## src/design/sra_pkg.sv

```systemverilog
`default_nettype none
package sra_pkg;

	localparam int COL_W       = 6;
	localparam int DATA_W      = 32;
	localparam int VAL_W       = 48;
	localparam int PROD_W      = 2 * DATA_W;
	localparam int FRAC_DROP   = 16;
	localparam int COLUMNS_DEF = 64;

	localparam logic FUNC_ACC   = 1'b0;
	localparam logic FUNC_FLUSH = 1'b1;

	typedef enum logic [2:0] {
		ST_IDLE,
		ST_DRAIN,
		ST_SCAN,
		ST_LAG,
		ST_LAST
	} flush_state_t;

	typedef struct packed {
		logic             en;
		logic [COL_W-1:0] idx;
	} scan_req_t;

	typedef struct packed {
		logic             hit;
		logic [COL_W-1:0] col;
		logic [VAL_W-1:0] value;
	} scan_rsp_t;

endpackage
`default_nettype wire

```

## src/design/sra_flush.sv

```systemverilog
`default_nettype none
module sra_flush import sra_pkg::*; #(
	parameter int COLUMNS = COLUMNS_DEF
) (
	input  wire logic              clk,
	input  wire logic              arst_n,
	input  wire logic              flush_go,
	input  wire logic              pipe_busy,
	input  wire scan_rsp_t         scan_rsp,
	output scan_req_t              scan_req,
	output logic                   busy,
	output logic                   result_valid,
	output logic [COL_W-1:0]       out_column,
	output logic signed [VAL_W-1:0] out_value,
	output logic                   empty_row,
	output logic                   last
);

	localparam logic [COL_W-1:0] LAST_IDX = COL_W'(COLUMNS - 1);

	flush_state_t state_q, state_d;

	logic [COL_W-1:0] scan_q;
	logic             pend_v_q;
	logic [COL_W-1:0] pend_col_q;
	logic [VAL_W-1:0] pend_val_q;

	logic             emit;
	logic             emit_last;
	logic             emit_empty;

	always_comb begin
		state_d = state_q;
		unique case (state_q)
			ST_IDLE:  if (flush_go) state_d = ST_DRAIN;
			ST_DRAIN: if (!pipe_busy) state_d = ST_SCAN;
			ST_SCAN:  if (scan_q == LAST_IDX) state_d = ST_LAG;
			ST_LAG:   state_d = ST_LAST;
			ST_LAST:  state_d = ST_IDLE;
			default:  state_d = ST_IDLE;
		endcase
	end

	always_comb begin
		emit       = 1'b0;
		emit_last  = 1'b0;
		emit_empty = 1'b0;
		unique case (state_q) inside
			ST_SCAN, ST_LAG: begin
				emit = scan_rsp.hit && pend_v_q;
			end
			ST_LAST: begin
				emit       = 1'b1;
				emit_last  = 1'b1;
				emit_empty = !pend_v_q;
			end
			default: begin
				emit = 1'b0;
			end
		endcase
	end

	assign scan_req.en  = (state_q == ST_SCAN);
	assign scan_req.idx = scan_q;
	assign busy         = (state_q != ST_IDLE);

	always_ff @(posedge clk or negedge arst_n) begin
		if (!arst_n) begin
			state_q      <= ST_IDLE;
			scan_q       <= '0;
			pend_v_q     <= 1'b0;
			result_valid <= 1'b0;
		end else begin
			state_q      <= state_d;
			result_valid <= emit;
			if (state_q == ST_DRAIN) begin
				scan_q <= '0;
			end else if (state_q == ST_SCAN) begin
				scan_q <= scan_q + COL_W'(1);
			end
			if (state_q == ST_LAST) begin
				pend_v_q <= 1'b0;
			end else if ((state_q == ST_SCAN || state_q == ST_LAG) && scan_rsp.hit) begin
				pend_v_q <= 1'b1;
			end
		end
	end

	always_ff @(posedge clk) begin
		if ((state_q == ST_SCAN || state_q == ST_LAG) && scan_rsp.hit) begin
			pend_col_q <= scan_rsp.col;
			pend_val_q <= scan_rsp.value;
		end
		if (emit) begin
			out_column <= emit_empty ? '0 : pend_col_q;
			out_value  <= emit_empty ? '0 : pend_val_q;
			empty_row  <= emit_empty;
			last       <= emit_last;
		end
	end

	a_empty_is_last: assert property (@(posedge clk) disable iff (!arst_n)
		result_valid && empty_row |-> last)
		else $error("empty row result without last");

	a_last_ends_flush: assert property (@(posedge clk) disable iff (!arst_n)
		result_valid && last |-> state_q == ST_IDLE)
		else $error("last result while flush still running");

	a_scan_after_drain: assert property (@(posedge clk) disable iff (!arst_n)
		state_q == ST_SCAN |-> !pipe_busy)
		else $error("scan overlaps product pipeline");

	a_no_result_in_drain: assert property (@(posedge clk) disable iff (!arst_n)
		state_q == ST_DRAIN |-> !result_valid)
		else $error("result during drain");

endmodule
`default_nettype wire

```

## config.mk

```make
export PLATFORM = sky130hd
export DESIGN_NAME = sra_flush
export DESIGN_NICKNAME = d
export VERILOG_FILES = /design/src/design/sra_pkg.sv /design/src/design/sra_flush.sv
export SDC_FILE = /design/constraint.sdc
export NUM_CORES = 1
export LEC_CHECK = 0
export ABC_AREA = 1
export BUFFER_PORTS_ARGS = -buffer_cell sky130_fd_sc_hd__buf_2
export CAP_MARGIN = 10
export CELL_PAD_IN_SITES_DETAIL_PLACEMENT = 0
export CELL_PAD_IN_SITES_GLOBAL_PLACEMENT = 1
export CORE_MARGIN = 1.5
export CORE_UTILIZATION = 44
export CTS_CLUSTER_DIAMETER = 40
export CTS_CLUSTER_SIZE = 28
export DETAILED_ROUTE_END_ITERATION = 16
export PLACE_DENSITY_LB_ADDON = 0.1
export SETUP_SLACK_MARGIN = 0.1
export SLEW_MARGIN = 20
export SYNTH_ARGS = -nofsm -noshare
export SYNTH_HDL_FRONTEND = slang
export SYNTH_SLANG_ARGS = --single-unit
```

## constraint.sdc

```tcl
create_clock -name clk -period 8.8 [get_ports clk]
set_clock_uncertainty 0.05 [all_clocks]
set_input_delay 1.32 -clock clk [delete_from_list [all_inputs] [get_ports clk]]
set_output_delay 1.32 -clock clk [all_outputs]
set_load 0.01 [all_outputs]
```

# [Yosys cells after proc, flatten, opt, wreduce, memory -nomap -nowiden]
# Cells that the tools add are included.
[classes] n_addsub=1 n_eq_ne=8 mux=11 reduce_logical=10
[ops] op="$mux W6" count=2
[ops] op="$pmux W3 S4" count=1
[ops] op="$mux W3" count=3
[ops] op="$add A6 B1 Y6 const B" count=1
[ops] op="$eq A3 B2 Y1 const B" count=2
[ops] op="$eq A6 B6 Y1 const B" count=1
[ops] op="$mux W1" count=4
[ops] op="$ne A2 B2 Y1 const B" count=2
[ops] op="$reduce_bool A2 Y1" count=2
[ops] op="$eq A3 B1 Y1 const B" count=1
[ops] op="$eq A3 B3 Y1 const B" count=1
[ops] op="$logic_not A3 Y1" count=1
[ops] op="$reduce_and A3 Y1" count=1
[ops] op="$reduce_bool A3 Y1" count=1
[ops] op="$logic_and A1 B1 Y1" count=2
[ops] op="$ne A2 B1 Y1 const B" count=1
[ops] op="$pmux W1 S2" count=1
[ops] op="$reduce_or A2 Y1" count=1
[ops] op="$logic_not A1 Y1" count=1
[ops] op="$logic_or A1 B1 Y1" count=1
[word_totals] register_bits=121 inputBits=59 out_inout_bits=65 wordCells=40

# [Longest topological paths before layout]
# Gate-level depths: netlist (run 1).
[logic_depth] ltp_word=5 depth_mapped=7

# [Worst setup path before layout (run 1)]
# Ideal clock, no wire load.
[synth_path] path_kind="in2reg" from="input scan_rsp[54] (netlist bit)" to="register empty_row, enable pin" setup_ns=0.483 arrival_ns=4.081 t_required_ns=8.267 slack_ns=4.186 stages=2 path_buffers=0 cell_sequence="nand3_1 > o21bai_1"
[synth_via] elab_chain_cells=2
[synth_lines] item="start: declaration" line="sra_flush.sv:9" rtl="input wire scan_rsp_t scan_rsp,"
[synth_lines] item="$logic_and A1 B1 Y1" line="sra_flush.sv:50" rtl="emit = scan_rsp.hit && pend_v_q;"
[synth_lines] item="$pmux W1 S2" line="sra_flush.sv:48" rtl="unique case (state_q) inside"
[synth_lines] item="named net emit" line="sra_flush.sv:28" rtl="logic emit;"
[synth_lines] item="end signal: assignment" line="sra_flush.sv:97" rtl="empty_row <= emit_empty;"
[synth_lines] item="end: declaration" line="sra_flush.sv:15" rtl="output logic empty_row,"
# The timed path passes the listed nets, and every way through them passes these cells.
# A chain may end at the register's enable or synchronous reset.

==> results.py, run 1 <==
metrics = {
    "timing": {
        "layout_setup_ws_ns": 5.76,
        "slew_headroom_pct": 35.2,
        "tightestPinTransition_ns": 0.968,
        "final.setup.tns_ns": 0,
        "hold_slack_ns": 0.397,
        "finalCritPeriodShare_pct": 34.5,
        "maxSlewViolCount": 0,
        "rsz0062_at_grt": "no",
        "hold_viol_final": 0,
        "max_clock_freq_mhz": 329,
        "final-setup-viol-count": 0,
        "period_needed_ns": 3.04,
    },
    "finish": {
        "fillers": 795,
        "drive_above_1_share_pct": 35.1,
        "syn_to_final_growth_pct": 30.5,
        "n_antenna_cell": 0,
        "fin_nets": 494,
    },
    "synth": {
        "yosysWarningCount": 0,
        "netlist_top_cells_area": "edfxtp_1 (76%), nand2_1 (6.6%), dfrtp_1 (6.4%), inv_1 (5.8%), buf_6 (1.3%)",
        "netlist_area_sq_um": 4330,
        "synth_cell_types": 17,
        "synth.top_cell.area_share_pct": 76.2,
        "synth_top_area_cell": "edfxtp_1",
        "synth_fp_nets": 356,
        "synth_seq_cells": 121,
        "ys_seq_area_share_pct": 82.6,
        "synth_area_per_cell_sq_um": 14.6,
        "syn_inst": 296,
    },
    "grt": {
        "overflow": 0,
        "grt_pass1_vias": 2199,
        "antenna_found_initial": 0,
        "grt_max_degree": 56,
        "grt_usage_pct": 14.4,
        "grt_pass1_wl_um": 10700,
    },
    "clocking": {
        "cts_setup_buffers": 0,
        "post_cts_resize_count": 0,
        "cts_max_level": 4,
        "cts_tree": "built",
        "clkLatencyLatePin_ns": 0.50,
        "cts_max_path_buffers": 2,
        "ctsHoldBuffers": 0,
        "clockRootBuffer": "clkbuf_8",
        "path_clk_slew_ns": 0.05,
        "numCtsBuffers": 17,
        "clock-sinks": 121,
    },
    "pwr": {
        "p_leak_uw": 0.00266,
        "peakVddDrop_mv": 0.122,
        "p_per_area_nw_per_um2": 244,
        "power.total_uw": 1380,
    },
    "setup_path": {
        "startpoint_type": "flop",
        "critPathMaxFanout": 8,
        "critPathKind": "flop to primary output",
        "ff2ff_setup_slack_ns": 6.54,
        "r2r-start": "state_q[2]",
        "endpoint_kind": "primary output",
        "r2r_cells": 4,
        "cp_data_arrival_time_ns": 1.67,
        "r2r_end": "out_column[0]",
        "required_ns": 7.43,
    },
    "floorplanning": {
        "ios": 124,
        "initial_core_util_pct": 45.0,
        "die_w_um": 102,
        "core_area_sq_um": 9640,
        "die_area_sq_um": 10500,
        "core.rowCount": 36,
        "die_y_um": 102,
    },
    "worst_hold_path": {
        "whs_path_depth": 1,
        "min_path_type": "flop to flop",
        "hp-start": "state_q[2]",
        "holdPathEnd": "state_q[2]",
    },
    "drt": {
        "drt-initial-drc-count": 86,
        "vias_per_cell": 4.26,
        "ant_nets": 0,
        "drt-wirelength-per-cell_um": 12.2,
        "drc": 0,
        "vias": 2473,
        "drt-pass1-iter-count": 7,
        "routed_wl_um": 7080,
    },
    "placement": {
        "pre_cts_slack_ns": 5.66,
        "hpwl_um": 4630,
        "numPortBuffers": 123,
        "gp_congestion": 0.784,
    },
    "job": {
        "drv_cap": 0,
    },
    "outcome": {
        "status": "completed",
    },
}
-- cells by family after synthesis --
kind of cell / count (synthesis) / synth area share, %
buffers and inverters: 73 / 7.19
AND/OR/NAND/NOR: 94 / 8.95
adder cells (fa/ha/maj): 1 / 0.289
flip-flops: 121 / 82.6
AO/OA/AOI/OAI: 6 / 0.780
XOR/XNOR: 1 / 0.202
-- synth_stat cells --
cell      count
nor3_4        1
nand2_1      76
o21ai_0       3
inv_1        67
xnor2_1       1
a21oi_1       1
o22ai_1       1
o21bai_1      1
nand4_1       5
buf_6         5
edfxtp_1    110
nand3_1       6
nor2_1        5
inv_2         1
ha_1          1
nand2_2       1
dfrtp_1      11
-- per-stage QoR --
stage,std cells,cell area (sq um),util [%]
floorplan,296,4330,-
global placement,548,5080,52.7
detailed placement,548,5080,52.7
CTS,580,5650,58.6
global route,580,5650,58.6
finish,580,5650,58.6
-- critical path: stages, from the launching register on --
cell     delay [ns]
dfrtp_1        0.44
nor2_1         0.24
nand2_1        0.17
inv_2          0.16
buf_2          0.15
-- flip-flops by register name, indices dropped and copies added, names as in the netlist --
signal,cells
empty_row,1
last,1
out_column,6
out_value,48
pend_col_q,6
pend_v_q,1
pend_val_q,48
result_valid,1
scan_q,6
state_q,3
-- placed cells by master, fill, tap and decap left out, drive strengths merged, types with 3 or more instances in the layout --
master    count
inv          68
nor2          5
nand2        77
nand4         5
o21ai         3
clkinvlp      3
clkinv        7
buf         124
dfrtp        11
edfxtp      110
clkbuf       19
bufinv        3
nand3         6
-- layout make-up --
type / instances / area [sq um] / share of cell area [%]
clock buffers: 19 / 422 / 7.46
multi-input cells: 102 / 454 / 8.03
clock inverters: 13 / 153 / 2.70
flip-flops and latches: 121 / 3580 / 63.3
inverters: 68 / 256 / 4.54
repair buffers: 124 / 623 / 11.0
well taps: 133 / 166 / 2.94
-- worst max path at each step --
stage / start / endpoint / slack (ns) / cells past startpoint
6_report: state_q[0] / scan_req[6] / 5.76 / 4
5_1_grt: state_q[0] / scan_req[6] / 5.68 / 4
4_1_cts: state_q[0] / scan_req[6] / 5.76 / 4
3_5_place_dp: scan_rsp[54] / out_value[46] / 5.66 / 4
3_3_place_gp: scan_rsp[54] / out_value[15] / 5.69 / 4
2_1_floorplan: scan_rsp[54] / empty_row / 4.19 / 2
-- layer usage --
layer | GRT usage [%] | vias up | wire length, um
met5 | 0 | - | 0
met4 | 7.90 | 0 | 143
met3 | 5.34 | 14 | 549
met2 | 21.7 | 95 | 3380
met1 | 18.1 | 1118 | 3010
li1 | - | 1246 | -
-- power by group --
group	switching (uW)	internal, uW	total [uW]
combinational	31.9	22.4	54.3
clock	231	428	659
sequential	6.83	661	667
No activity file was read; power rests on OpenSTA's default activity.
==> run 2: changes to the inputs <==
- CORE_UTILIZATION: 44 -> 41
- clock period: 8.8 -> 3.1 ns (I/O delays scaled with it)
==> run 2 against run 1 <==
  * Total power rose to 2.9 times the previous value
  * Sequential power rose to 2.8 times the previous value
  * Combinational power rose to 2.9 times the previous value
  * Die area rose by 7.1%
  * First-iteration DRC count fell by 3.5%
  * Critical path type unchanged
==> results.py, run 2 (synthesized netlist as in run 1, its figures left out) <==
metrics = {
    "setup_path": {
        "ff2ff_setup_slack_ns": 1.13,
        "startpoint_type": "flop",
        "r2r_end": "pend_val_q[31]",
        "r2r-start": "state_q[2]",
        "critPathMaxFanout": 8,
        "required_ns": 2.58,
        "r2r_cells": 4,
        "cp_data_arrival_time_ns": 1.72,
        "endpoint_kind": "primary output",
        "critPathKind": "flop to primary output",
    },
    "floorplanning": {
        "die_area_sq_um": 11200,
        "initial_core_util_pct": 42.2,
        "die_y_um": 106,
        "ios": 124,
        "die_w_um": 106,
        "core.rowCount": 37,
        "core_area_sq_um": 10300,
    },
    "timing": {
        "hold_slack_ns": 0.0899,
        "final.setup.tns_ns": 0,
        "max_clock_freq_mhz": 448,
        "tightestPinTransition_ns": 1.01,
        "final-setup-viol-count": 0,
        "maxSlewViolCount": 0,
        "rsz0062_at_grt": "no",
        "layout_setup_ws_ns": 0.867,
        "slew_headroom_pct": 32.3,
        "finalCritPeriodShare_pct": 72.0,
        "hold_viol_final": 0,
        "period_needed_ns": 2.23,
    },
    "grt": {
        "grt_pass1_vias": 2239,
        "antenna_found_initial": 0,
        "grt_max_degree": 56,
        "grt_usage_pct": 13.5,
        "grt_pass1_wl_um": 10900,
        "overflow": 0,
    },
    "drt": {
        "drt-initial-drc-count": 83,
        "vias": 2444,
        "vias_per_cell": 4.16,
        "routed_wl_um": 7150,
        "ant_nets": 0,
        "drt-wirelength-per-cell_um": 12.2,
        "drt-pass1-iter-count": 4,
        "drc": 0,
    },
    "clocking": {
        "clock-sinks": 121,
        "path_clk_slew_ns": 0.06,
        "cts_setup_buffers": 0,
        "cts_max_path_buffers": 2,
        "cts_max_level": 4,
        "cts_tree": "built",
        "numCtsBuffers": 17,
        "clkLatencyLatePin_ns": 0.50,
        "ctsHoldBuffers": 1,
        "post_cts_resize_count": 0,
        "clockRootBuffer": "clkbuf_8",
    },
    "outcome": {
        "status": "completed",
    },
    "worst_hold_path": {
        "min_path_type": "input port to flop",
        "holdPathEnd": "pend_val_q[10]",
        "hp-start": "scan_rsp[10]",
        "whs_path_depth": 1,
    },
    "placement": {
        "gp_congestion": 0.738,
        "numPortBuffers": 123,
        "hpwl_um": 4690,
        "pre_cts_slack_ns": 1.10,
    },
    "pwr": {
        "p_per_area_nw_per_um2": 707,
        "peakVddDrop_mv": 0.282,
        "p_leak_uw": 0.00270,
    },
    "finish": {
        "reg.largest.list": "out_value x48, pend_val_q x48",
        "final_common_cell": "buf_2",
        "layout_common_cells": "buf_2 (123), edfxtp_1 (110), nand2_1 (76)",
        "fin_nets": 498,
        "syn_to_final_growth_pct": 32.3,
        "drive_above_1_share_pct": 35.9,
        "n_antenna_cell": 0,
    },
    "job": {
        "drv_cap": 0,
    },
}
## run 2: changes by cell type in the layout (fill, tap and decap cells not counted), sizes merged
cell	delta
clkinv	-1
buf	+3
dlygate4sd3	+1
inv	+1
bufinv	+1
clkbuf	-1
## run 2: final cells by class
cell class                      count  area [sq um]
Tap cell                          136           170
Sequential cell                   121          3580
Fill cell                         874          4550
Timing Repair Buffer              128           656
Inverter                           68           255
Clock inverter                     14           199
Clock buffer                       18           418
Multi-Input combinational cell    102           454
## run 2: how the worst max path moves through the flow
| stage | end | cells after the start | slack, ns | start |
|---|---|---|---|---|
| after floorplan | empty_row | 3 | 0.48 | state_q[2] |
| after global placement | pend_val_q[25] | 4 | 1.15 | scan_rsp[54] |
| after detailed placement | pend_val_q[9] | 4 | 1.10 | state_q[2] |
| after CTS | scan_req[6] | 4 | 0.86 | state_q[0] |
| after global routing | scan_req[6] | 4 | 0.74 | state_q[0] |
| final | scan_req[6] | 4 | 0.87 | state_q[0] |
## run 2: critical path: stages, from the launching register on
cell and delay [ns]:
dfrtp_1 0.44, nor2_1 0.27, nand2_1 0.19, inv_2 0.17, buf_2 0.15
## run 2: stage by stage
step / instance area [sq um] / util, % / instances / power [uW]
2_1_floorplan: 4340 / - / 296 / 1990
4_1_cts: 5730 / 55.8 / 587 / 4100
6_report: 5730 / 55.8 / 587 / 4050
5_1_grt: 5730 / 55.8 / 587 / 4190
3_3_place_gp: 5100 / 49.7 / 554 / 2080
3_5_place_dp: 5100 / 49.7 / 554 / 2090
## run 2: report_power, final
part	switching, uW	internal, uW	total, uW	leakage [uW]
Sequential	16.9	1870	1890	0.00121
Clock	693	1310	2000	0.000289
Combinational	92.2	67.1	159	0.00120
## run 2: layer usage
metal  vias up  global-route usage [%]  wire (um)  share of wire, %
met5         -                       0          0                 0
met4         0                    6.66         73               1.0
met3         7                    5.38        490               6.9
met2        78                    20.9       3400                48
met1      1103                    16.5       3190                45
li1       1256                       -          -                 -
==> run 3: changes to the inputs <==
- CORE_UTILIZATION: 41 -> 37
- clock period: 3.1 -> 1.9 ns (I/O delays scaled with it)
==> run 3 against run 2 <==
  * Critical path depth unchanged
  * Largest power group is now registers
  * Largest cell class unchanged
  * Hold slack worse by 0.074 ns
  * Die area grew 10%
  * Via count grew 9.7%
==> results.py, run 3 (synthesized netlist as in run 1, its figures left out) <==
metrics = {
    "drt": {
        "routed_wl_um": 8040,
        "vias": 2682,
        "drt-wirelength-per-cell_um": 12.5,
        "drt-initial-drc-count": 132,
        "vias_per_cell": 4.16,
        "ant_nets": 0,
        "drt-pass1-iter-count": 4,
        "drc": 0,
    },
    "timing": {
        "final.setup.tns_ns": 0,
        "period_needed_ns": 1.67,
        "final-setup-viol-count": 0,
        "max_clock_freq_mhz": 598,
        "slew_headroom_pct": 77.5,
        "maxSlewViolCount": 0,
        "finalCritPeriodShare_pct": 88.0,
        "tightestPinTransition_ns": 0.337,
        "hold_viol_final": 0,
        "rsz0062_at_grt": "no",
    },
    "grt": {
        "overflow": 0,
        "grt_max_degree": 42,
        "grt_usage_pct": 14.0,
        "grt_pass1_vias": 2592,
        "antenna_found_initial": 0,
        "grt_pass1_wl_um": 12700,
    },
    "finish": {
        "fillers": 981,
        "reg.largest.list": "out_value x48, pend_val_q x48",
        "final_area_sq_um": 6260,
        "fin_util_pct": 54.8,
        "fin_nets": 549,
        "n_antenna_cell": 0,
        "layout_common_cells": "buf_2 (123), edfxtp_1 (110), nand2_1 (75)",
        "drive_above_1_share_pct": 32.9,
        "final_common_cell": "buf_2",
        "final_cells": 644,
        "syn_to_final_growth_pct": 44.4,
    },
    "clocking": {
        "path_clk_slew_ns": 0.05,
        "cts_max_level": 4,
        "clkLatencyLatePin_ns": 0.40,
        "cts_max_path_buffers": 2,
        "clockRootBuffer": "clkbuf_16",
        "numCtsBuffers": 17,
        "clock-sinks": 121,
        "cts_tree": "built",
    },
    "pwr": {
        "power.total_uw": 6510,
        "internal_power_uw": 5260,
        "p_switching_uw": 1250,
        "p_per_area_nw_per_um2": 1040,
        "peakVddDrop_mv": 0.770,
        "pwr-share-clk_pct": 47.1,
        "p_comb_share_pct": 5.4,
        "p_seq_share_pct": 47.5,
        "p_sw_share_pct": 19.1,
        "p_leak_uw": 0.00291,
    },
    "setup_path": {
        "cp_data_arrival_time_ns": 1.34,
        "r2r_cells": 4,
        "path_cells": "nor2_4 > nand2_2 > inv_2 > buf_2",
        "critPathSlowestCell": "dfrtp_2",
        "path_buf_inv": 2,
        "slowest_delay_ns": 0.46,
        "ff2ff_setup_slack_ns": 0.26,
        "critPathKind": "flop to primary output",
        "startpoint_type": "flop",
        "critPathMaxFanout": 5,
        "endpoint_kind": "primary output",
        "r2r-start": "state_q[2]",
        "cpLargestDelayFamily": "flip-flops",
        "required_ns": 1.56,
        "r2r_end": "out_value[44]",
    },
    "floorplanning": {
        "core.rowCount": 39,
        "core_area_sq_um": 11400,
        "ios": 124,
        "die_area_sq_um": 12400,
        "die_w_um": 111,
        "die_y_um": 111,
        "initial_core_util_pct": 37.9,
    },
    "placement": {
        "dpl.cell_count": 563,
        "gp_congestion": 0.744,
        "numPortBuffers": 123,
        "hpwl_um": 4990,
        "placed_cell_area_sq_um": 5180,
    },
    "worst_hold_path": {
        "whs_path_depth": 1,
        "min_path_type": "input port to flop",
        "holdPathEnd": "pend_val_q[30]",
        "hp-start": "scan_rsp[30]",
    },
    "outcome": {
        "status": "completed",
    },
    "job": {
        "drv_cap": 0,
    },
}
==> run 3: cell type report <==
cell class	instances	area (sq um)	share of cell area (%)
Sequential cell	121	3580	57.2
Timing Repair Buffer	179	1200	19.1
Multi-Input combinational cell	102	477	7.62
Clock buffer	19	433	6.92
Inverter	68	259	4.14
Tap cell	143	179	2.86
Clock inverter	12	133	2.12
==> run 3: per-stage QoR <==
| stage | hold WS, ns | worst slack (ns) |
|---|---|---|
| 2_1_floorplan | -0.0606 | -0.0744 |
| 3_3_place_gp | 0.135 | 0.334 |
| 3_5_place_dp | 0.133 | 0.319 |
| 4_1_cts | 0.000642 | 0.123 |
| 5_1_grt | 0.00156 | 0.127 |
| 6_report | 0.0163 | 0.227 |
==> run 3: how the worst max path moves through the flow <==
stage,startpoint,end,slack [ns],cells past startpoint
2_1_floorplan,state_q[2],empty_row,-0.07,3
3_3_place_gp,state_q[1],out_column[2],0.33,3
3_5_place_dp,state_q[2],out_column[1],0.32,4
4_1_cts,state_q[0],scan_req[6],0.12,4
5_1_grt,state_q[0],scan_req[6],0.13,4
6_report,state_q[0],scan_req[6],0.23,4
==> run 3: power groups by stage <==
stage | sequential [uW] | clock, uW | combinational (uW)
6_report | 3090 | 3070 | 353
3_3_place_gp | 3140 | 0 | 275
4_1_cts | 3090 | 3160 | 356
5_1_grt | 3100 | 3290 | 391
2_1_floorplan | 3180 | 0 | 77.7
3_5_place_dp | 3140 | 0 | 281
==> run 3: layer usage <==
layer	wire, um	track usage (%)
met2	3900	22.3
met3	564	7.05
met5	0	0
met4	77	5.82
met1	3500	16.0
==> run 3: repair_timing <==
item / CTS / global route
hold buffers: 46 / 3
setup buffers: 1 / 0
resized for setup: 2 / 2
setup endpoints to repair: 1 / 1
endpoints found under the hold margin: 56 / 3
pin swaps: 0 / 0
